## src/sv/tamt_pkg.sv

```systemverilog
package tamt_pkg;

  localparam int ACCEL_W     = 16;
  localparam int CFG_W       = 9;
  localparam int CFG_IDX_W   = 1;
  localparam int ANGLE_W     = 15;
  localparam int XY_W        = 33;   // samples scaled by 2^14, plus CORDIC gain
  localparam int ACC_W       = 26;   // angle in 2^-16 degree
  localparam int ROUND_SHIFT = 10;
  localparam int RND_W       = ACC_W - ROUND_SHIFT;
  localparam int TABLE_LEN   = 24;
  localparam int CORDIC_STAGES_DEF = 16;

  localparam logic [CFG_IDX_W-1:0] REG_LOWER = 1'd0;
  localparam logic [CFG_IDX_W-1:0] REG_UPPER = 1'd1;

  localparam logic signed [CFG_W-1:0] LOWER_RESET = 9'sd90;
  localparam logic signed [CFG_W-1:0] UPPER_RESET = 9'sd0;

  localparam logic signed [ACC_W-1:0] HALF_TURN   = 26'sd11796480;
  localparam logic signed [ACC_W-1:0] ROUND_HALF  = 26'sd512;
  localparam logic signed [RND_W-1:0] ANGLE_MAX_R = 16'sd11520;
  localparam logic signed [RND_W-1:0] ANGLE_MIN_R = -16'sd11520;
  localparam logic signed [ANGLE_W-1:0] ANGLE_MAX = 15'sd11520;
  localparam logic signed [ANGLE_W-1:0] ANGLE_MIN = -15'sd11520;
  localparam logic signed [ANGLE_W-1:0] MINUS_NINETY = -15'sd5760;

  // atan(2^-i) in degrees times 2^16, rounded
  localparam logic signed [ACC_W-1:0] ATAN_TAB [0:TABLE_LEN-1] = '{
    26'sd2949120, 26'sd1740967, 26'sd919879, 26'sd466945, 26'sd234379, 26'sd117304,
    26'sd58666, 26'sd29335, 26'sd14668, 26'sd7334, 26'sd3667, 26'sd1833,
    26'sd917, 26'sd458, 26'sd229, 26'sd115, 26'sd57, 26'sd29,
    26'sd14, 26'sd7, 26'sd4, 26'sd2, 26'sd1, 26'sd0
  };

  typedef struct packed {
    logic signed [XY_W-1:0]  x;
    logic signed [XY_W-1:0]  y;
    logic signed [ACC_W-1:0] acc;
    logic                    zero;
  } tamt_vec_t;

endpackage

```

## src/sv/tamt_ifs.sv

```systemverilog
interface tamt_in_if;
  import tamt_pkg::*;
  logic                      valid;
  logic                      ready;
  logic signed [ACCEL_W-1:0] accel_y;
  logic signed [ACCEL_W-1:0] accel_z;
  modport source (output valid, accel_y, accel_z, input ready);
  modport sink   (input valid, accel_y, accel_z, output ready);
endinterface

interface tamt_out_if;
  import tamt_pkg::*;
  logic                      valid;
  logic                      ready;
  logic signed [ANGLE_W-1:0] tilt_angle;
  logic                      motor_one_on;
  logic                      motor_two_on;
  modport source (output valid, tilt_angle, motor_one_on, motor_two_on, input ready);
  modport sink   (input valid, tilt_angle, motor_one_on, motor_two_on, output ready);
endinterface

interface tamt_cfg_if;
  import tamt_pkg::*;
  logic                 valid;
  logic                 ready;
  logic [CFG_IDX_W-1:0] index;
  logic [CFG_W-1:0]     data;
  modport source (output valid, index, data, input ready);
  modport sink   (input valid, index, data, output ready);
endinterface

```

## src/sv/tamt_cfg_regs.sv

```systemverilog
module tamt_cfg_regs (
  input  logic                               clk,
  input  logic                               rst,
  tamt_cfg_if.sink                           cfg,
  output logic signed [tamt_pkg::CFG_W-1:0]  lower_angle,
  output logic signed [tamt_pkg::CFG_W-1:0]  upper_angle
);
  import tamt_pkg::*;

  assign cfg.ready = 1'b1;

  always_ff @(posedge clk) begin
    if (rst) begin
      lower_angle <= LOWER_RESET;
      upper_angle <= UPPER_RESET;
    end else if (cfg.valid) begin
      unique case (cfg.index)
        REG_LOWER: lower_angle <= cfg.data;
        REG_UPPER: upper_angle <= cfg.data;
      endcase
    end
  end

endmodule

```

## src/sv/tamt_prep.sv

```systemverilog
module tamt_prep (
  input  logic                 clk,
  input  logic                 rst,
  tamt_in_if.sink              sample,
  output logic                 out_valid,
  input  logic                 out_ready,
  output tamt_pkg::tamt_vec_t  out_vec
);
  import tamt_pkg::*;

  localparam int PAD_W = XY_W - ACCEL_W - 14;

  logic                    valid;
  tamt_vec_t               vec;
  tamt_vec_t               vec_next;
  logic signed [XY_W-1:0]  x_raw;
  logic signed [XY_W-1:0]  y_raw;

  assign sample.ready = !valid || out_ready;

  // fold the left half-plane onto the right and preload +-180 degrees
  always_comb begin
    x_raw = {{PAD_W{sample.accel_z[ACCEL_W-1]}}, sample.accel_z, 14'b0};
    y_raw = {{PAD_W{sample.accel_y[ACCEL_W-1]}}, sample.accel_y, 14'b0};
    vec_next.zero = (sample.accel_y == '0) && (sample.accel_z == '0);
    if (sample.accel_z[ACCEL_W-1]) begin
      vec_next.x   = -x_raw;
      vec_next.y   = -y_raw;
      vec_next.acc = sample.accel_y[ACCEL_W-1] ? -HALF_TURN : HALF_TURN;
    end else begin
      vec_next.x   = x_raw;
      vec_next.y   = y_raw;
      vec_next.acc = '0;
    end
  end

  always_ff @(posedge clk) begin
    if (rst) begin
      valid <= 1'b0;
    end else if (sample.ready) begin
      valid <= sample.valid;
    end
  end

  always_ff @(posedge clk) begin
    if (sample.valid && sample.ready) begin
      vec <= vec_next;
    end
  end

  assign out_valid = valid;
  assign out_vec   = vec;

endmodule

```

## src/sv/tamt_cordic_stage.sv

```systemverilog
module tamt_cordic_stage #(
  parameter int SHIFT = 0
) (
  input  logic                 clk,
  input  logic                 rst,
  input  logic                 in_valid,
  output logic                 in_ready,
  input  tamt_pkg::tamt_vec_t  in_vec,
  output logic                 out_valid,
  input  logic                 out_ready,
  output tamt_pkg::tamt_vec_t  out_vec
);
  import tamt_pkg::*;

  logic                    valid;
  tamt_vec_t               vec;
  tamt_vec_t               vec_next;
  logic signed [XY_W-1:0]  x_sh;
  logic signed [XY_W-1:0]  y_sh;

  assign in_ready = !valid || out_ready;

  // rotate toward the x axis; non-negative y adds the table angle
  always_comb begin
    x_sh = in_vec.x >>> SHIFT;
    y_sh = in_vec.y >>> SHIFT;
    vec_next.zero = in_vec.zero;
    if (!in_vec.y[XY_W-1]) begin
      vec_next.x   = in_vec.x + y_sh;
      vec_next.y   = in_vec.y - x_sh;
      vec_next.acc = in_vec.acc + ATAN_TAB[SHIFT];
    end else begin
      vec_next.x   = in_vec.x - y_sh;
      vec_next.y   = in_vec.y + x_sh;
      vec_next.acc = in_vec.acc - ATAN_TAB[SHIFT];
    end
  end

  always_ff @(posedge clk) begin
    if (rst) begin
      valid <= 1'b0;
    end else if (in_ready) begin
      valid <= in_valid;
    end
  end

  always_ff @(posedge clk) begin
    if (in_valid && in_ready) begin
      vec <= vec_next;
    end
  end

  assign out_valid = valid;
  assign out_vec   = vec;

endmodule

```

## src/sv/tamt_result.sv

```systemverilog
module tamt_result (
  input  logic                               clk,
  input  logic                               rst,
  input  logic                               in_valid,
  output logic                               in_ready,
  input  tamt_pkg::tamt_vec_t                in_vec,
  input  logic signed [tamt_pkg::CFG_W-1:0]  lower_angle,
  input  logic signed [tamt_pkg::CFG_W-1:0]  upper_angle,
  tamt_out_if.source                         result
);
  import tamt_pkg::*;

  logic                      valid;
  logic signed [ANGLE_W-1:0] angle;
  logic                      motor_one;
  logic                      motor_two;
  logic signed [ACC_W-1:0]   acc_rnd;
  logic signed [RND_W-1:0]   angle_r;
  logic signed [ANGLE_W-1:0] angle_next;
  logic signed [ANGLE_W-1:0] lower_64;
  logic signed [ANGLE_W-1:0] upper_64;

  assign in_ready = !valid || result.ready;

  // round half up to 1/64 degree, then clamp to a half turn; an all-zero sample gives 0
  always_comb begin
    acc_rnd  = in_vec.acc + ROUND_HALF;
    angle_r  = acc_rnd[ACC_W-1:ROUND_SHIFT];
    lower_64 = {lower_angle, 6'b0};
    upper_64 = {upper_angle, 6'b0};
    if (in_vec.zero) begin
      angle_next = '0;
    end else if (angle_r > ANGLE_MAX_R) begin
      angle_next = ANGLE_MAX;
    end else if (angle_r < ANGLE_MIN_R) begin
      angle_next = ANGLE_MIN;
    end else begin
      angle_next = angle_r[ANGLE_W-1:0];
    end
  end

  always_ff @(posedge clk) begin
    if (rst) begin
      valid <= 1'b0;
    end else if (in_ready) begin
      valid <= in_valid;
    end
  end

  always_ff @(posedge clk) begin
    if (in_valid && in_ready) begin
      angle     <= angle_next;
      motor_one <= (angle_next > lower_64) && (angle_next < ANGLE_MAX);
      motor_two <= (angle_next > MINUS_NINETY) && (angle_next < upper_64);
    end
  end

  assign result.valid        = valid;
  assign result.tilt_angle   = angle;
  assign result.motor_one_on = motor_one;
  assign result.motor_two_on = motor_two;

endmodule

```

## src/sv/tilt_angle_motor_trigger_core.sv

```systemverilog
// A sample pair passes the input fold register, one register per CORDIC
// rotation and the result register; each rotation stage holds its own item.
// Throughput: one item per cycle while the result side does not stall.
// Stages beyond the 24-entry arctangent table are not built.
// Reset (synchronous, rst high) empties the pipeline and loads lower_angle 90,
// upper_angle 0.
module tilt_angle_motor_trigger_core #(
  parameter int CORDIC_STAGES = tamt_pkg::CORDIC_STAGES_DEF
) (
  input  logic        clk,
  input  logic        rst,
  tamt_in_if.sink     sample,
  tamt_out_if.source  result,
  tamt_cfg_if.sink    cfg
);
  import tamt_pkg::*;

  localparam int NSTAGE = (CORDIC_STAGES > TABLE_LEN) ? TABLE_LEN : CORDIC_STAGES;

  logic signed [CFG_W-1:0] lower_angle;
  logic signed [CFG_W-1:0] upper_angle;
  logic                    vld [0:NSTAGE];
  logic                    rdy [0:NSTAGE];
  tamt_vec_t               vec [0:NSTAGE];

  tamt_cfg_regs u_cfg (
    .clk         (clk),
    .rst         (rst),
    .cfg         (cfg),
    .lower_angle (lower_angle),
    .upper_angle (upper_angle)
  );

  tamt_prep u_prep (
    .clk       (clk),
    .rst       (rst),
    .sample    (sample),
    .out_valid (vld[0]),
    .out_ready (rdy[0]),
    .out_vec   (vec[0])
  );

  for (genvar k = 0; k < NSTAGE; k++) begin : g_stage
    tamt_cordic_stage #(
      .SHIFT (k)
    ) u_stage (
      .clk       (clk),
      .rst       (rst),
      .in_valid  (vld[k]),
      .in_ready  (rdy[k]),
      .in_vec    (vec[k]),
      .out_valid (vld[k+1]),
      .out_ready (rdy[k+1]),
      .out_vec   (vec[k+1])
    );
  end

  tamt_result u_result (
    .clk         (clk),
    .rst         (rst),
    .in_valid    (vld[NSTAGE]),
    .in_ready    (rdy[NSTAGE]),
    .in_vec      (vec[NSTAGE]),
    .lower_angle (lower_angle),
    .upper_angle (upper_angle),
    .result      (result)
  );

endmodule

```

## src/flat_wrapper.sv

```systemverilog
// flat-port wrapper written by rule: the top's interface ports become plain ports
module tilt_angle_motor_trigger_core_flat import tamt_pkg::*;
#(
  parameter int CORDIC_STAGES = tamt_pkg::CORDIC_STAGES_DEF
)
  (clk, rst, sample_valid, sample_accel_y, sample_accel_z, sample_ready, result_valid, result_tilt_angle, result_motor_one_on, result_motor_two_on, result_ready, cfg_valid, cfg_index, cfg_data, cfg_ready);
  tamt_in_if sample_i ();
  tamt_out_if result_i ();
  tamt_cfg_if cfg_i ();
  input  logic clk;
  input  logic rst;
  input wire logic [$bits(sample_i.valid)-1:0] sample_valid;
  input wire logic [$bits(sample_i.accel_y)-1:0] sample_accel_y;
  input wire logic [$bits(sample_i.accel_z)-1:0] sample_accel_z;
  output wire logic [$bits(sample_i.ready)-1:0] sample_ready;
  output wire logic [$bits(result_i.valid)-1:0] result_valid;
  output wire logic [$bits(result_i.tilt_angle)-1:0] result_tilt_angle;
  output wire logic [$bits(result_i.motor_one_on)-1:0] result_motor_one_on;
  output wire logic [$bits(result_i.motor_two_on)-1:0] result_motor_two_on;
  input wire logic [$bits(result_i.ready)-1:0] result_ready;
  input wire logic [$bits(cfg_i.valid)-1:0] cfg_valid;
  input wire logic [$bits(cfg_i.index)-1:0] cfg_index;
  input wire logic [$bits(cfg_i.data)-1:0] cfg_data;
  output wire logic [$bits(cfg_i.ready)-1:0] cfg_ready;
  assign sample_i.valid = sample_valid;
  assign sample_i.accel_y = sample_accel_y;
  assign sample_i.accel_z = sample_accel_z;
  assign sample_ready = sample_i.ready;
  assign result_valid = result_i.valid;
  assign result_tilt_angle = result_i.tilt_angle;
  assign result_motor_one_on = result_i.motor_one_on;
  assign result_motor_two_on = result_i.motor_two_on;
  assign result_i.ready = result_ready;
  assign cfg_i.valid = cfg_valid;
  assign cfg_i.index = cfg_index;
  assign cfg_i.data = cfg_data;
  assign cfg_ready = cfg_i.ready;
  tilt_angle_motor_trigger_core #(.CORDIC_STAGES(CORDIC_STAGES)) u_core (.clk(clk), .rst(rst), .sample(sample_i), .result(result_i), .cfg(cfg_i));
endmodule
```

## config.mk

```make
export PLATFORM = sky130hd
export DESIGN_NAME = tilt_angle_motor_trigger_core_flat
export DESIGN_NICKNAME = d
export VERILOG_FILES = /design/src/sv/tamt_pkg.sv /design/src/sv/tamt_ifs.sv /design/src/sv/tamt_cfg_regs.sv /design/src/sv/tamt_prep.sv /design/src/sv/tamt_cordic_stage.sv /design/src/sv/tamt_result.sv /design/src/sv/tilt_angle_motor_trigger_core.sv /design/src/flat_wrapper.sv
export SDC_FILE = /design/constraint.sdc
export NUM_CORES = 2
export LEC_CHECK = 0
export BUFFER_PORTS_ARGS = -buffer_cell sky130_fd_sc_hd__buf_4
export CORE_MARGIN = 2
export CORE_UTILIZATION = 60
export DETAILED_ROUTE_END_ITERATION = 16
export HOLD_SLACK_MARGIN = 0.12
export PLACE_DENSITY_LB_ADDON = 0.12
export SLEW_MARGIN = 0
export SYNTH_ARGS = -nofsm -noshare
export SYNTH_HDL_FRONTEND = slang
export SYNTH_SLANG_ARGS = --single-unit
```

## constraint.sdc

```tcl
create_clock -name clk -period 11.8 [get_ports clk]
set_input_delay 1.18 -clock clk [delete_from_list [all_inputs] [get_ports clk]]
set_output_delay 1.18 -clock clk [all_outputs]
set_load 0.005 [all_outputs]
```

==> results.sh <==
export IMPL_die_x_um=422
export IMPL_cp_max_fo=6
export IMPL_layout_drive_gt1_share=0.0441
export IMPL_cellLeakagePower_uw=0.0447
export IMPL_route_detailed_drc=0
export IMPL_worst_path_stages=12
export IMPL_synth_async_reset_ratio=0
export IMPL_synth_compound_area_frac=0.180
export IMPL_dr_pass1_iters=6
export IMPL_rr_endpoint="u_core.g_stage[8].u_stage.out_vec[59]"
export IMPL_layout_commonest_cell="edfxtp_1"
export IMPL_synthFlopType="edfxtp_1"
export IMPL_synth_cells=11000
export IMPL_wl_per_cell_um=19.4
export IMPL_layout_common_cells="1243 x edfxtp_1, 1206 x ha_1, 1124 x nor2_1"
export IMPL_die_area_um2=178000
export IMPL_area_growth_pct=7.61
export IMPL_startpoint_type="input port"
export IMPL_critPathLaunch="result_ready"
export IMPL_start_util=0.604
export IMPL_antenna_found_initial=5
export IMPL_p_per_area_nw_per_um2=102
export IMPL_crit_reg2reg_launch="u_core.g_stage[7].u_stage.out_vec[59]"
export IMPL_final_setup_viol_count=0
export IMPL_ios=67
export IMPL_place_hpwl_um=206000
export IMPL_fin_crit_sh=0.495
export IMPL_power_total_uw=11500
export IMPL_drt_iter0_markers=6268
export IMPL_cts_buffer_depth=3
export IMPL_critPathKind="in2out"
export IMPL_outcome="complete, no violations"
export IMPL_syn_area_per_cell_um2=9.57
export IMPL_critPathMostFrequentCell="nand3_1"
export IMPL_worstPathCellList="buf_4 -> and4b_1 -> and3_1 -> nand2_1 -> nor2_1 -> and2_0 -> nand3_1 -> nor2_1 -> nand3_1 -> inv_1 -> nand3_1 -> buf_4"
export IMPL_cts_root_buf="clkbuf_16"
export IMPL_cts_setup_buffers=0
export IMPL_dp_cells=13200
export IMPL_synth_cell_types=99
export IMPL_drv_cap=0
export IMPL_synth_seq_area_share=0.363
export IMPL_die_height_um=422
export IMPL_yosys_area_share_simple=0.147
export IMPL_r2r_cells=16
export IMPL_cts_resized_gates=0
export IMPL_ys_warn_count=0
export IMPL_synth_top_family_by_area="compound AO/OA/AOI/OAI gates"
export IMPL_hold_violations=0
export IMPL_hold_buffers=0
export IMPL_worst_pin_slew_ps=1170
export IMPL_path_buf_inv=3
export IMPL_cts_tree="done"
export IMPL_hp_class="reg2reg"
export IMPL_slowest_stage="and2_0"
export IMPL_drt_wl_total_um=262000
export IMPL_multi_input_comb_area_um2=64400
export IMPL_slew_viol_final=0
export IMPL_io_buffers=65
export IMPL_crit_arrival_ps=4670
export IMPL_finClkSkew_ps=35.2
export IMPL_synth_area_leaders="edfxtp_1 36%, ha_1 14%, xnor2_1 8.9%"
export IMPL_crit_family="simple AND/OR/NAND/NOR gates"
export IMPL_num_vias=82500
export IMPL_core_area_um2=174000
export IMPL_viasPerCell=6.11
export IMPL_place_congestion=0.958
export IMPL_ant_nets=0
export IMPL_holdPathStages=0
export IMPL_track_usage=0.287
export IMPL_rows=153
export IMPL_reg2reg_setup_slack_ps=6190
export IMPL_synth_area_um2=105000
export IMPL_tns_ps=0
export IMPL_cts_htree_levels=4
export IMPL_ir_worst_vdd_mv=0.151
export IMPL_worstSetupEndpoint="sample_ready"
export IMPL_clkSinkCount=1279
export IMPL_grt_pass1_wl_um=414000
export IMPL_synth_area_mux_share=0.00585
export IMPL_ys_seq_elements=1279
export IMPL_grt_pass1_vias=79200
export IMPL_end_kind="primary output"
export IMPL_yosys_area_top_type_share=0.356
export IMPL_synth_largest_area_cell="edfxtp_1"
export IMPL_layout_filler_cells=14000
export IMPL_synth_edff_count=1243
export IMPL_path_clk_slew_ps=60
export IMPL_globalRouteOverflowTotal=0
export IMPL_grt_max_degree=84
export IMPL_fmaxAchievable_mhz=171
export IMPL_cts_made_buffers=148
export IMPL_rsz0062_at_grt="false"
export IMPL_max_slew_margin=0.211
export IMPL_nNetsFinal=12300
export IMPL_clock_latency_ps=820
export IMPL_seq_area_um2=38000
export IMPL_instances_no_fill=13500
export IMPL_required_ps=10620
export IMPL_period_minus_slack_ps=5850
export IMPL_cp_slowest_stage_delay_ps=580
export IMPL_synthXorXnorAreaFrac=0.130
export IMPL_synthAdderAreaFrac=0.150
==> worst min path at each step <==
stage / endpoint / slack (ps) / startpoint
after floorplan: u_core.g_stage[0].u_stage.out_vec[0] / 400 / u_core.u_prep.out_vec[0]
after global placement: u_core.g_stage[2].u_stage.out_vec[0] / 400 / u_core.g_stage[1].u_stage.out_vec[0]
after detailed placement: u_core.g_stage[9].u_stage.out_vec[0] / 400 / u_core.g_stage[8].u_stage.out_vec[0]
after CTS: u_core.g_stage[9].u_stage.out_vec[0] / 420 / u_core.g_stage[8].u_stage.out_vec[0]
after global routing: u_core.g_stage[13].u_stage.out_vec[0] / 430 / u_core.g_stage[12].u_stage.out_vec[0]
final: u_core.g_stage[9].u_stage.out_vec[0] / 420 / u_core.g_stage[8].u_stage.out_vec[0]
==> stage by stage <==
stage          cell area [µm²]  utilization  worst slack, ps  hold slack [ps]
2_1_floorplan           105000            -             2460              400
3_3_place_gp            108000        0.622             5990              402
3_5_place_dp            108000        0.622             6000              405
4_1_cts                 113000        0.649             5990              418
5_1_grt                 113000        0.649             5750              429
6_report                113000        0.649             5950              419
==> sequential cells by signal, summed over array words and instances, names as in the netlist <==
| name | count |
|---|---|
| u_core.u_result.result.motor_two_on | 1 |
| u_core.g_stage.u_stage.out_vec | 1184 |
| u_core.u_result.result.tilt_angle | 15 |
| u_core.u_cfg.upper_angle | 9 |
| u_core.u_result.result.valid | 1 |
| u_core.u_prep.out_valid | 1 |
| u_core.u_cfg.lower_angle | 9 |
| u_core.u_prep.out_vec | 42 |
| u_core.g_stage.u_stage.out_valid | 16 |
| u_core.u_result.result.motor_one_on | 1 |
==> cell families after synthesis <==
group | Yosys count
compound gates | 2946
xor+xnor | 1558
fa+ha+maj | 1240
buf+inv | 655
flops | 1279
mux | 57
other cells | 2
simple gates | 3215
==> routing by layer <==
layer / routed length [µm] / global-route usage / vias to the layer above
met5: 0 / 0 / -
met4: 10600 / 0.115 / 0
met3: 13700 / 0.0345 / 496
met2: 125000 / 0.490 / 2217
met1: 113000 / 0.369 / 39200
li1: - / - / 40600
==> area by class of cell <==
| type | instances | share of cell area |
|---|---|---|
| Multi-Input combinational cell | 9020 | 0.571 |
| Sequential cell | 1279 | 0.337 |
| Clock buffer | 180 | 0.0344 |
| Tap cell | 2325 | 0.0258 |
| Inverter | 496 | 0.0165 |
| Clock inverter | 86 | 0.00745 |
| Timing Repair Buffer | 106 | 0.00706 |
| Antenna cell | 2 | 0.0000444 |
==> synth_stat cells, types with 101 or more instances <==
library cell,n
nor4_1,102
xor2_1,496
xnor2_1,1062
ha_1,1206
nand3_1,209
clkbuf_1,131
a21oi_1,1072
o21a_1,202
nand2b_1,139
nor2_1,1125
a21o_1,339
and3_1,101
a31oi_1,134
nor2b_1,158
nand2_1,573
nor3_1,381
o21bai_1,117
o21ai_0,467
inv_1,492
edfxtp_1,1243
==> where the power goes <==
part           switching, µW  total [µW]  internal (µW)
logic                    957        1690            731
clock network           1890        4510           2610
registers                118        5260           5140
total                   2970       11500           8490
==> worst register-to-register path: cells and delay by family, from the launching register on <==
| kind | cells | cell delay (ps) |
|---|---|---|
| AOI/OAI and AO/OA | 7 | 2240 |
| adders and majority gates | 1 | 350 |
| buffers and inverters | 2 | 1390 |
| DFF | 1 | 330 |
| xor gates and xnor gates | 2 | 320 |
| and+or+nand+nor | 4 | 720 |
Power figures use the tool's default switching activity.
